===== src/hw/rtl/lwbcc_pkg.sv =====
// ----------------------------------------------------------------------------
// lwbcc_pkg
// Shared types and constants of the write-back block cache controller.
// ----------------------------------------------------------------------------
package lwbcc_pkg;

    localparam int ENTRIES_DEF = 16;
    localparam int MAX_RESULTS = 16;
    localparam int TAG_W       = 32;
    localparam int WAY_W       = 4;

    typedef enum logic [1:0] {
        OP_READ  = 2'd0,
        OP_WRITE = 2'd1,
        OP_INVAL = 2'd2,
        OP_FLUSH = 2'd3
    } t_op;

    typedef enum logic [1:0] {
        ST_IDLE,
        ST_LOOK,
        ST_FLUSH
    } t_state;

    // what the cells do at the next edge
    typedef enum logic [1:0] {
        CMD_NONE,
        CMD_ACCESS,
        CMD_INVAL,
        CMD_FLUSH
    } t_cmd;

    // which cell claims the item
    typedef enum logic [2:0] {
        MODE_NONE,
        MODE_MATCH,
        MODE_FREE,
        MODE_LRU,
        MODE_FLUSH
    } t_mode;

    typedef struct packed {
        t_cmd               cmd;
        t_mode              mode;
        logic [TAG_W-1:0]   blk;
        logic               is_write;
        logic               hit;
    } t_cell_cmd;

    // carried from cell to cell, lowest index first
    typedef struct packed {
        logic       match_seen;
        logic       free_seen;
        logic [1:0] dirty_cnt;
    } t_chain;

    typedef struct packed {
        logic             sel;
        logic             dirty;
        logic [TAG_W-1:0] tag;
    } t_cell_stat;

endpackage


===== src/hw/rtl/lwbcc_cell.sv =====
// ----------------------------------------------------------------------------
// lwbcc_cell
// One cache entry: tag, valid, dirty and recency rank, plus its link in the
// priority chain that picks the lowest matching, free or dirty entry.
// ----------------------------------------------------------------------------
module lwbcc_cell #(
    parameter int ENTRIES = lwbcc_pkg::ENTRIES_DEF,
    parameter int IDX     = 0
) (
    input  logic                           i_clk,
    input  logic                           i_rst_n,
    input  lwbcc_pkg::t_cell_cmd           i_cmd,
    input  logic [$clog2(ENTRIES)-1:0]     i_touch_rank,
    input  lwbcc_pkg::t_chain              i_chain,
    output lwbcc_pkg::t_chain              o_chain,
    output lwbcc_pkg::t_cell_stat          o_stat,
    output logic [$clog2(ENTRIES)-1:0]     o_rank
);
    import lwbcc_pkg::*;

    localparam int RW = $clog2(ENTRIES);

    logic [TAG_W-1:0] r_tag, n_tag;
    logic             r_valid, n_valid;
    logic             r_dirty, n_dirty;
    logic [RW-1:0]    r_rank, n_rank;

    logic w_match;
    logic w_dv;
    logic w_sel;

    assign w_match = r_valid && (r_tag == i_cmd.blk);
    assign w_dv    = r_valid && r_dirty;

    always_comb begin
        o_chain.match_seen = i_chain.match_seen | w_match;
        o_chain.free_seen  = i_chain.free_seen | !r_valid;
        // saturate at two: only "none", "one" or "more" matter
        if (i_chain.dirty_cnt == 2'd2) begin
            o_chain.dirty_cnt = 2'd2;
        end else begin
            o_chain.dirty_cnt = i_chain.dirty_cnt + {1'b0, w_dv};
        end
    end

    always_comb begin
        case (i_cmd.mode)
            MODE_MATCH: w_sel = w_match && !i_chain.match_seen;
            MODE_FREE:  w_sel = !r_valid && !i_chain.free_seen;
            MODE_LRU:   w_sel = (r_rank == RW'(ENTRIES - 1));
            MODE_FLUSH: w_sel = w_dv && (i_chain.dirty_cnt == 2'd0);
            default:    w_sel = 1'b0;
        endcase
    end

    assign o_stat.sel   = w_sel;
    assign o_stat.dirty = r_dirty;
    assign o_stat.tag   = r_tag;
    assign o_rank       = r_rank;

    always_comb begin
        n_tag   = r_tag;
        n_valid = r_valid;
        n_dirty = r_dirty;
        n_rank  = r_rank;
        case (i_cmd.cmd)
            CMD_ACCESS: begin
                if (w_sel) begin
                    if (!i_cmd.hit) begin
                        n_tag = i_cmd.blk;
                    end
                    n_valid = 1'b1;
                    n_dirty = i_cmd.is_write || (i_cmd.hit && r_dirty);
                    n_rank  = '0;
                end else if (r_rank < i_touch_rank) begin
                    n_rank = r_rank + 1'b1;
                end
            end
            CMD_INVAL: begin
                if (w_sel) begin
                    n_valid = 1'b0;
                    n_dirty = 1'b0;
                end
            end
            CMD_FLUSH: begin
                if (w_sel) begin
                    n_dirty = 1'b0;
                end
            end
            default: begin
            end
        endcase
    end

    always_ff @(posedge i_clk) begin
        if (!i_rst_n) begin
            r_tag   <= '0;
            r_valid <= 1'b0;
            r_dirty <= 1'b0;
            r_rank  <= RW'(IDX);
        end else begin
            r_tag   <= n_tag;
            r_valid <= n_valid;
            r_dirty <= n_dirty;
            r_rank  <= n_rank;
        end
    end

endmodule


===== src/hw/rtl/lru_writeback_block_cache_ctrl.sv =====
// ----------------------------------------------------------------------------
// lru_writeback_block_cache_ctrl
// Tag and replacement controller of a fully associative write-back cache.
// ----------------------------------------------------------------------------
// An item is taken when start is high and busy is low. Read, write and
// invalidate pass from acceptance to a lookup state in which the row of
// entry cells compares the tag, picks the entry through its priority chain
// and updates the ranks; the single result appears with o_valid in the cycle
// after that, and busy is already low then. A flush writes back the dirty
// entries one by one (at most 16 results) and gives no result when nothing
// is dirty; each result appears in the cycle after the one that wrote it
// back. Results are shown for one cycle only and cannot be held off, so take
// each one as o_valid pulses.
// ----------------------------------------------------------------------------
module lru_writeback_block_cache_ctrl #(
    parameter int ENTRIES = lwbcc_pkg::ENTRIES_DEF
) (
    input  logic                            i_clk,
    input  logic                            i_rst_n,
    input  logic                            start,
    output logic                            busy,
    input  logic [1:0]                      i_op,
    input  logic [lwbcc_pkg::TAG_W-1:0]     i_block_number,
    output logic                            o_valid,
    output logic                            o_hit,
    output logic [lwbcc_pkg::WAY_W-1:0]     o_way,
    output logic                            o_fetch_needed,
    output logic                            o_writeback_needed,
    output logic [lwbcc_pkg::TAG_W-1:0]     o_writeback_block,
    output logic                            o_last,
    output logic [31:0]                     o_hit_total,
    output logic [31:0]                     o_miss_total
);
    import lwbcc_pkg::*;

    localparam int RW  = $clog2(ENTRIES);
    localparam int FCW = $clog2(MAX_RESULTS);

    t_state           r_state, n_state;
    t_op              r_op, n_op;
    logic [TAG_W-1:0] r_blk, n_blk;
    logic [FCW-1:0]   r_fcnt, n_fcnt;
    logic [31:0]      r_hits, n_hits;
    logic [31:0]      r_misses, n_misses;

    logic             r_valid, n_valid;
    logic             r_hit, n_hit;
    logic [WAY_W-1:0] r_way, n_way;
    logic             r_fetch, n_fetch;
    logic             r_wb, n_wb;
    logic [TAG_W-1:0] r_wbblk, n_wbblk;
    logic             r_last, n_last;

    t_cell_cmd        w_cmd;
    t_chain           w_chain [ENTRIES+1];
    t_cell_stat       w_stat  [ENTRIES];
    logic [RW-1:0]    w_rank  [ENTRIES];
    logic [ENTRIES-1:0] w_sel;

    logic             w_hit_any;
    logic             w_free_any;
    logic [1:0]       w_dirty_cnt;
    logic [RW-1:0]    w_idx;
    logic [RW-1:0]    w_sel_rank;
    logic [TAG_W-1:0] w_sel_tag;
    logic             w_sel_dirty;
    logic             w_is_access;

    assign w_chain[0] = '0;

    genvar g;
    generate
        for (g = 0; g < ENTRIES; g++) begin : g_cell
            lwbcc_cell #(
                .ENTRIES (ENTRIES),
                .IDX     (g)
            ) u_cell (
                .i_clk        (i_clk),
                .i_rst_n      (i_rst_n),
                .i_cmd        (w_cmd),
                .i_touch_rank (w_sel_rank),
                .i_chain      (w_chain[g]),
                .o_chain      (w_chain[g+1]),
                .o_stat       (w_stat[g]),
                .o_rank       (w_rank[g])
            );
        end
    endgenerate

    assign w_hit_any   = w_chain[ENTRIES].match_seen;
    assign w_free_any  = w_chain[ENTRIES].free_seen;
    assign w_dirty_cnt = w_chain[ENTRIES].dirty_cnt;
    assign w_is_access = (r_op == OP_READ) || (r_op == OP_WRITE);

    // gather the one selected entry
    always_comb begin
        w_idx       = '0;
        w_sel_rank  = '0;
        w_sel_tag   = '0;
        w_sel_dirty = 1'b0;
        for (int k = 0; k < ENTRIES; k++) begin
            w_sel[k] = w_stat[k].sel;
            if (w_stat[k].sel) begin
                w_idx       = w_idx | RW'(k);
                w_sel_rank  = w_sel_rank | w_rank[k];
                w_sel_tag   = w_sel_tag | w_stat[k].tag;
                w_sel_dirty = w_sel_dirty | w_stat[k].dirty;
            end
        end
    end

    // cell command
    always_comb begin
        w_cmd.blk      = r_blk;
        w_cmd.is_write = (r_op == OP_WRITE);
        w_cmd.hit      = w_hit_any;
        w_cmd.cmd      = CMD_NONE;
        w_cmd.mode     = MODE_NONE;
        case (r_state)
            ST_LOOK: begin
                if (w_is_access) begin
                    w_cmd.cmd = CMD_ACCESS;
                    if (w_hit_any) begin
                        w_cmd.mode = MODE_MATCH;
                    end else if (w_free_any) begin
                        w_cmd.mode = MODE_FREE;
                    end else begin
                        w_cmd.mode = MODE_LRU;
                    end
                end else begin
                    w_cmd.cmd  = CMD_INVAL;
                    w_cmd.mode = w_hit_any ? MODE_MATCH : MODE_NONE;
                end
            end
            ST_FLUSH: begin
                w_cmd.cmd  = CMD_FLUSH;
                w_cmd.mode = MODE_FLUSH;
            end
            default: begin
            end
        endcase
    end

    always_comb begin
        n_state  = r_state;
        n_op     = r_op;
        n_blk    = r_blk;
        n_fcnt   = r_fcnt;
        n_hits   = r_hits;
        n_misses = r_misses;
        n_valid  = 1'b0;
        n_hit    = r_hit;
        n_way    = r_way;
        n_fetch  = r_fetch;
        n_wb     = r_wb;
        n_wbblk  = r_wbblk;
        n_last   = r_last;
        case (r_state)
            ST_IDLE: begin
                if (start) begin
                    n_op    = t_op'(i_op);
                    n_blk   = i_block_number;
                    n_fcnt  = '0;
                    n_state = (t_op'(i_op) == OP_FLUSH) ? ST_FLUSH : ST_LOOK;
                end
            end
            ST_LOOK: begin
                n_valid = 1'b1;
                n_hit   = w_hit_any;
                n_way   = WAY_W'(w_idx);
                n_last  = 1'b1;
                n_fetch = (r_op == OP_READ) && !w_hit_any;
                if (w_is_access) begin
                    n_wb = !w_hit_any && !w_free_any && w_sel_dirty;
                end else begin
                    n_wb = w_hit_any && w_sel_dirty;
                end
                if (w_is_access) begin
                    n_wbblk = (!w_hit_any && !w_free_any && w_sel_dirty) ? w_sel_tag : '0;
                end else begin
                    n_wbblk = (w_hit_any && w_sel_dirty) ? w_sel_tag : '0;
                end
                if (r_op == OP_READ) begin
                    if (w_hit_any) begin
                        if (r_hits != '1) begin
                            n_hits = r_hits + 32'd1;
                        end
                    end else if (r_misses != '1) begin
                        n_misses = r_misses + 32'd1;
                    end
                end
                n_state = ST_IDLE;
            end
            ST_FLUSH: begin
                if (w_dirty_cnt == 2'd0) begin
                    n_state = ST_IDLE;
                end else begin
                    n_valid = 1'b1;
                    n_hit   = 1'b0;
                    n_way   = WAY_W'(w_idx);
                    n_fetch = 1'b0;
                    n_wb    = 1'b1;
                    n_wbblk = w_sel_tag;
                    n_last  = (w_dirty_cnt == 2'd1) || (r_fcnt == FCW'(MAX_RESULTS - 1));
                    n_fcnt  = r_fcnt + 1'b1;
                    if (n_last) begin
                        n_state = ST_IDLE;
                    end
                end
            end
            default: begin
                n_state = ST_IDLE;
            end
        endcase
    end

    always_ff @(posedge i_clk) begin
        if (!i_rst_n) begin
            r_state  <= ST_IDLE;
            r_valid  <= 1'b0;
            r_hits   <= '0;
            r_misses <= '0;
            r_fcnt   <= '0;
        end else begin
            r_state  <= n_state;
            r_valid  <= n_valid;
            r_hits   <= n_hits;
            r_misses <= n_misses;
            r_fcnt   <= n_fcnt;
        end
    end

    // payload: hold until the next item or result
    always_ff @(posedge i_clk) begin
        r_op    <= n_op;
        r_blk   <= n_blk;
        r_hit   <= n_hit;
        r_way   <= n_way;
        r_fetch <= n_fetch;
        r_wb    <= n_wb;
        r_wbblk <= n_wbblk;
        r_last  <= n_last;
    end

    assign busy               = (r_state != ST_IDLE);
    assign o_valid            = r_valid;
    assign o_hit              = r_hit;
    assign o_way              = r_way;
    assign o_fetch_needed     = r_fetch;
    assign o_writeback_needed = r_wb;
    assign o_writeback_block  = r_wbblk;
    assign o_last             = r_last;
    assign o_hit_total        = r_hits;
    assign o_miss_total       = r_misses;

    a_one_cell: assert property (@(posedge i_clk) disable iff (!i_rst_n)
        $onehot0(w_sel))
        else $error("more than one cell selected");

    a_lru_exists: assert property (@(posedge i_clk) disable iff (!i_rst_n)
        (w_cmd.mode == MODE_LRU) |-> $onehot(w_sel))
        else $error("no unique least recently used entry");

    a_result_after_work: assert property (@(posedge i_clk) disable iff (!i_rst_n)
        o_valid |-> $past(r_state != ST_IDLE))
        else $error("result without work in progress");

    a_fetch_on_miss: assert property (@(posedge i_clk) disable iff (!i_rst_n)
        (o_valid && o_fetch_needed) |-> (!o_hit && !o_writeback_needed) || !o_hit)
        else $error("fetch reported on a hit");

    a_wb_block_clear: assert property (@(posedge i_clk) disable iff (!i_rst_n)
        (o_valid && !o_writeback_needed) |-> (o_writeback_block == '0))
        else $error("write-back block set without write-back");

endmodule


===== config.mk =====
export PLATFORM = sky130hd
export DESIGN_NAME = lru_writeback_block_cache_ctrl
export DESIGN_NICKNAME = d
export VERILOG_FILES = /design/src/hw/rtl/lwbcc_pkg.sv /design/src/hw/rtl/lwbcc_cell.sv /design/src/hw/rtl/lru_writeback_block_cache_ctrl.sv
export SDC_FILE = /design/constraint.sdc
export NUM_CORES = 2
export LEC_CHECK = 0
export BUFFER_PORTS_ARGS = -buffer_cell sky130_fd_sc_hd__buf_4
export CORE_ASPECT_RATIO = 0.75
export CORE_MARGIN = 2
export CORE_UTILIZATION = 30
export DETAILED_ROUTE_END_ITERATION = 16
export MAX_ROUTING_LAYER = met4
export SKIP_CTS_REPAIR_TIMING = 1
export SYNTH_ARGS = -nofsm -noshare
export SYNTH_HDL_FRONTEND = slang
export SYNTH_SLANG_ARGS = --single-unit

===== constraint.sdc =====
create_clock -name i_clk -period 14.6 [get_ports i_clk]
set_input_delay 2.92 -clock i_clk [delete_from_list [all_inputs] [get_ports i_clk]]
set_output_delay 2.92 -clock i_clk [all_outputs]
set_load 0.02 [all_outputs]

==> run metrics <==
PwrDens=96.8 mW/mm^2; CP Capture Type=flip-flop; Worst-path clk slew=0.07 ns; largest family of logic cells by synthesized area=simple AND/OR/NAND/NOR gates; Design Area, Final=0.0484 sq mm; Core Box Area=0.142 sq mm; Int Pwr=3.41 mW; Area after DPL=0.0457 sq mm; CP Launch Type=flip-flop; wire per inst=24.7 um; Fillers=14800; status=finished clean; Std-Cell Rows=120; DR iter-0 viols=5784; net switching power=1.27 mW; first-pass GRT wire length=255000 um; H-tree Lvls=3; Worst EP required=15.13 ns; CP arrival=11.98 ns; Ys Warns=0; hold slack final=0.480 ns; GRT busiest layer=met1; largest net degree at the start of global routing=205; Post-Syn Area=0.0429 sq mm; synthesized area per cell=8.13 sq um; share of power burned in registers=45.6%; Max Cap Viol=0; post-synthesis mux area share=4.05%; post-route clock skew=0.0202 ns; Layout Nets=5330; CTS sink count=753; fmax=87.3 MHz; CTS root buf=clkbuf_16; Net Sw Frac=27.1%; ys async rst share=0%; die width=441 um; IO Pins=143; setup TNS=0 ns; GR met3 Demand/Resource=6.55%; die height=332 um; layout cells sized above 1=9.49%; DRC=0; unrepaired setup endpoints after global routing=false; Slew HR=10.6%; xor/xnor share of the synthesized area=11.4%; CP Max Fanout=16; GRT Util Overall=23.9%; Hold Vio Cnt, Final=0; post-route minimum period=11.46 ns; Mapped Cells=5277; final WL=177000 um; Crit path largest cell delay=0.55 ns; dominant synthesized flop cell=dfxtp_1; grt ovf=0; Worst VDD drop=0.105 mV; Static Leak=16.7 nW; combinational share of power=8.2%; post-synthesis adder-cell area fraction=2.61%; Antenna Nets Post-Route=0; GR Util met2=31.0%; worst setup path class=reg2reg; vias in the first global route=37100; Worst-Margin Slew=1.34 ns; routing usage on met1=35.4%; drt pass-1 iters=9; final setup vio count=0; Worst Hold Class=reg2reg; Initial Util=30.2%; TritonCTS buffer count=81; Yosys cell types=110; Max Slew Vio Count=0; clock share of power=46.1%; CP most frequent cell=ha_1; initial antenna violation count=9; CTS max path bufs=3; Syn Nets=5403; final setup margin=3.14 ns; slowest cell on the critical path=a311oi_1; I/O Buffers=142; area delta synth->final=12.7%; post-synthesis sequential area ratio=36.8%; Vias=41300; Clock Latency Late Sink=0.70 ns; #FFs+latches synth=753; HPWL Detailed=127000 um; compound-cell area share of the yosys netlist=16.7%; CTS tree=done; period utilization=78.5%; post-place setup slack=3.40 ns; Placer Congestion=1.01; vias per cell=5.76; Die Area=0.146 sq mm; number of synthesized flops with an enable pin=74; Simple-Gate Fraction of Synth Area=23.4%
## cells by family after synthesis
family / count (synthesis)
adders and majority gates: 89
xor gates and xnor gates: 559
DFF: 753
and+or+nand+nor: 2102
buffers and inverters: 516
AOI/OAI and AO/OA: 1085
muxes: 173
## cell type report
type | instances | area (sq um) | area share, %
diodes | 3 | 7.51 | 0.0155
clock buffers | 104 | 2240 | 4.64
clock inverters | 46 | 447 | 0.924
inverters | 113 | 432 | 0.893
multi-input cells | 4008 | 25200 | 52.1
flip-flops and latches | 753 | 15800 | 32.7
well taps | 1891 | 2370 | 4.89
repair buffers | 247 | 1870 | 3.86
## synthesized netlist by cell type, types with 28 or more instances
master | number | area [sq um]
nand2_1 | 880 | 3300
dfxtp_1 | 679 | 13600
a21oi_1 | 468 | 2340
xor2_1 | 367 | 3210
nor2_1 | 345 | 1290
clkbuf_1 | 277 | 1040
nand3_1 | 238 | 1190
xnor2_1 | 192 | 1680
mux2i_1 | 171 | 1710
nor4_1 | 146 | 913
o21ai_0 | 133 | 666
nand4_1 | 117 | 732
inv_1 | 112 | 420
ha_1 | 88 | 1100
buf_2 | 87 | 435
nor3_1 | 81 | 405
a22oi_1 | 78 | 586
a221oi_1 | 74 | 648
edfxtp_1 | 74 | 2220
nand2b_1 | 44 | 275
or3_1 | 41 | 257
a222oi_1 | 36 | 360
a22o_1 | 34 | 298
a21boi_0 | 33 | 248
or4_1 | 30 | 225
and3_1 | 28 | 175
## cells in the final DEF (no fill, tap or decap), drive strengths merged, types with 104 or more instances in the layout
cell type / n
nand2: 880
dfxtp: 679
a21oi: 468
xor2: 367
nor2: 347
buf: 247
nand3: 240
xnor2: 192
mux2i: 173
nor4: 151
o21ai: 150
nand4: 117
inv: 117
clkbuf: 104
## metal layers
metal  vias to the layer above  wire length [um]
li1                      18600                 -
met2                      2397             69200
met4                         0              4730
met1                     20000             79500
met3                       271             23600
met5                         -                 0
## state kept, by name, indices dropped and copies added (netlist names)
register,cells
g_cell.u_cell.o_rank,64
g_cell.u_cell.r_dirty,16
g_cell.u_cell.r_tag,512
g_cell.u_cell.r_valid,16
o_fetch_needed,1
o_hit,1
o_hit_total,32
o_last,1
o_miss_total,32
o_valid,1
o_way,4
o_writeback_block,32
o_writeback_needed,1
r_blk,32
r_fcnt,4
r_op,2
r_state,2
## critical path: cells and delay by family (launching register included)
family | cells | cell delay [ns]
mux | 1 | 0.16
simple gates | 13 | 2.24
flops | 1 | 0.46
xor+xnor | 1 | 0.16
compound gates | 12 | 3.12
fa+ha+maj | 13 | 4.05
buf+inv | 9 | 1.05
## path summary, 6_finish.rpt
kind / cells past startpoint / from / slack [ns] / end
max: 49 / g_cell[0].u_cell.r_valid / 3.14 / g_cell[14].u_cell.o_rank[3]
min: 2 / g_cell[11].u_cell.r_tag[28] / 0.48 / g_cell[11].u_cell.r_tag[28]
max reg2reg: 49 / g_cell[0].u_cell.r_valid / 3.14 / g_cell[14].u_cell.o_rank[3]
min reg2reg: 2 / g_cell[11].u_cell.r_tag[28] / 0.48 / g_cell[11].u_cell.r_tag[28]
## power groups by stage
stage | clock (mW) | sequential [mW] | combinational [mW]
after floorplan | 0 | 2.17 | 0.231
after global placement | 0 | 2.18 | 0.372
after detailed placement | 0 | 2.18 | 0.372
after CTS | 2.19 | 2.14 | 0.374
after global routing | 2.27 | 2.14 | 0.400
final | 2.16 | 2.14 | 0.386
## stage by stage
stage	instances	utilization (%)	power, mW
floorplan	5277	-	2.40
global placement	7011	32.1	2.55
detailed placement	7011	32.1	2.55
CTS	7161	34.0	4.70
global route	7164	34.0	4.81
finish	7165	34.0	4.68
Note: power is estimated with default switching activity, not from simulation.
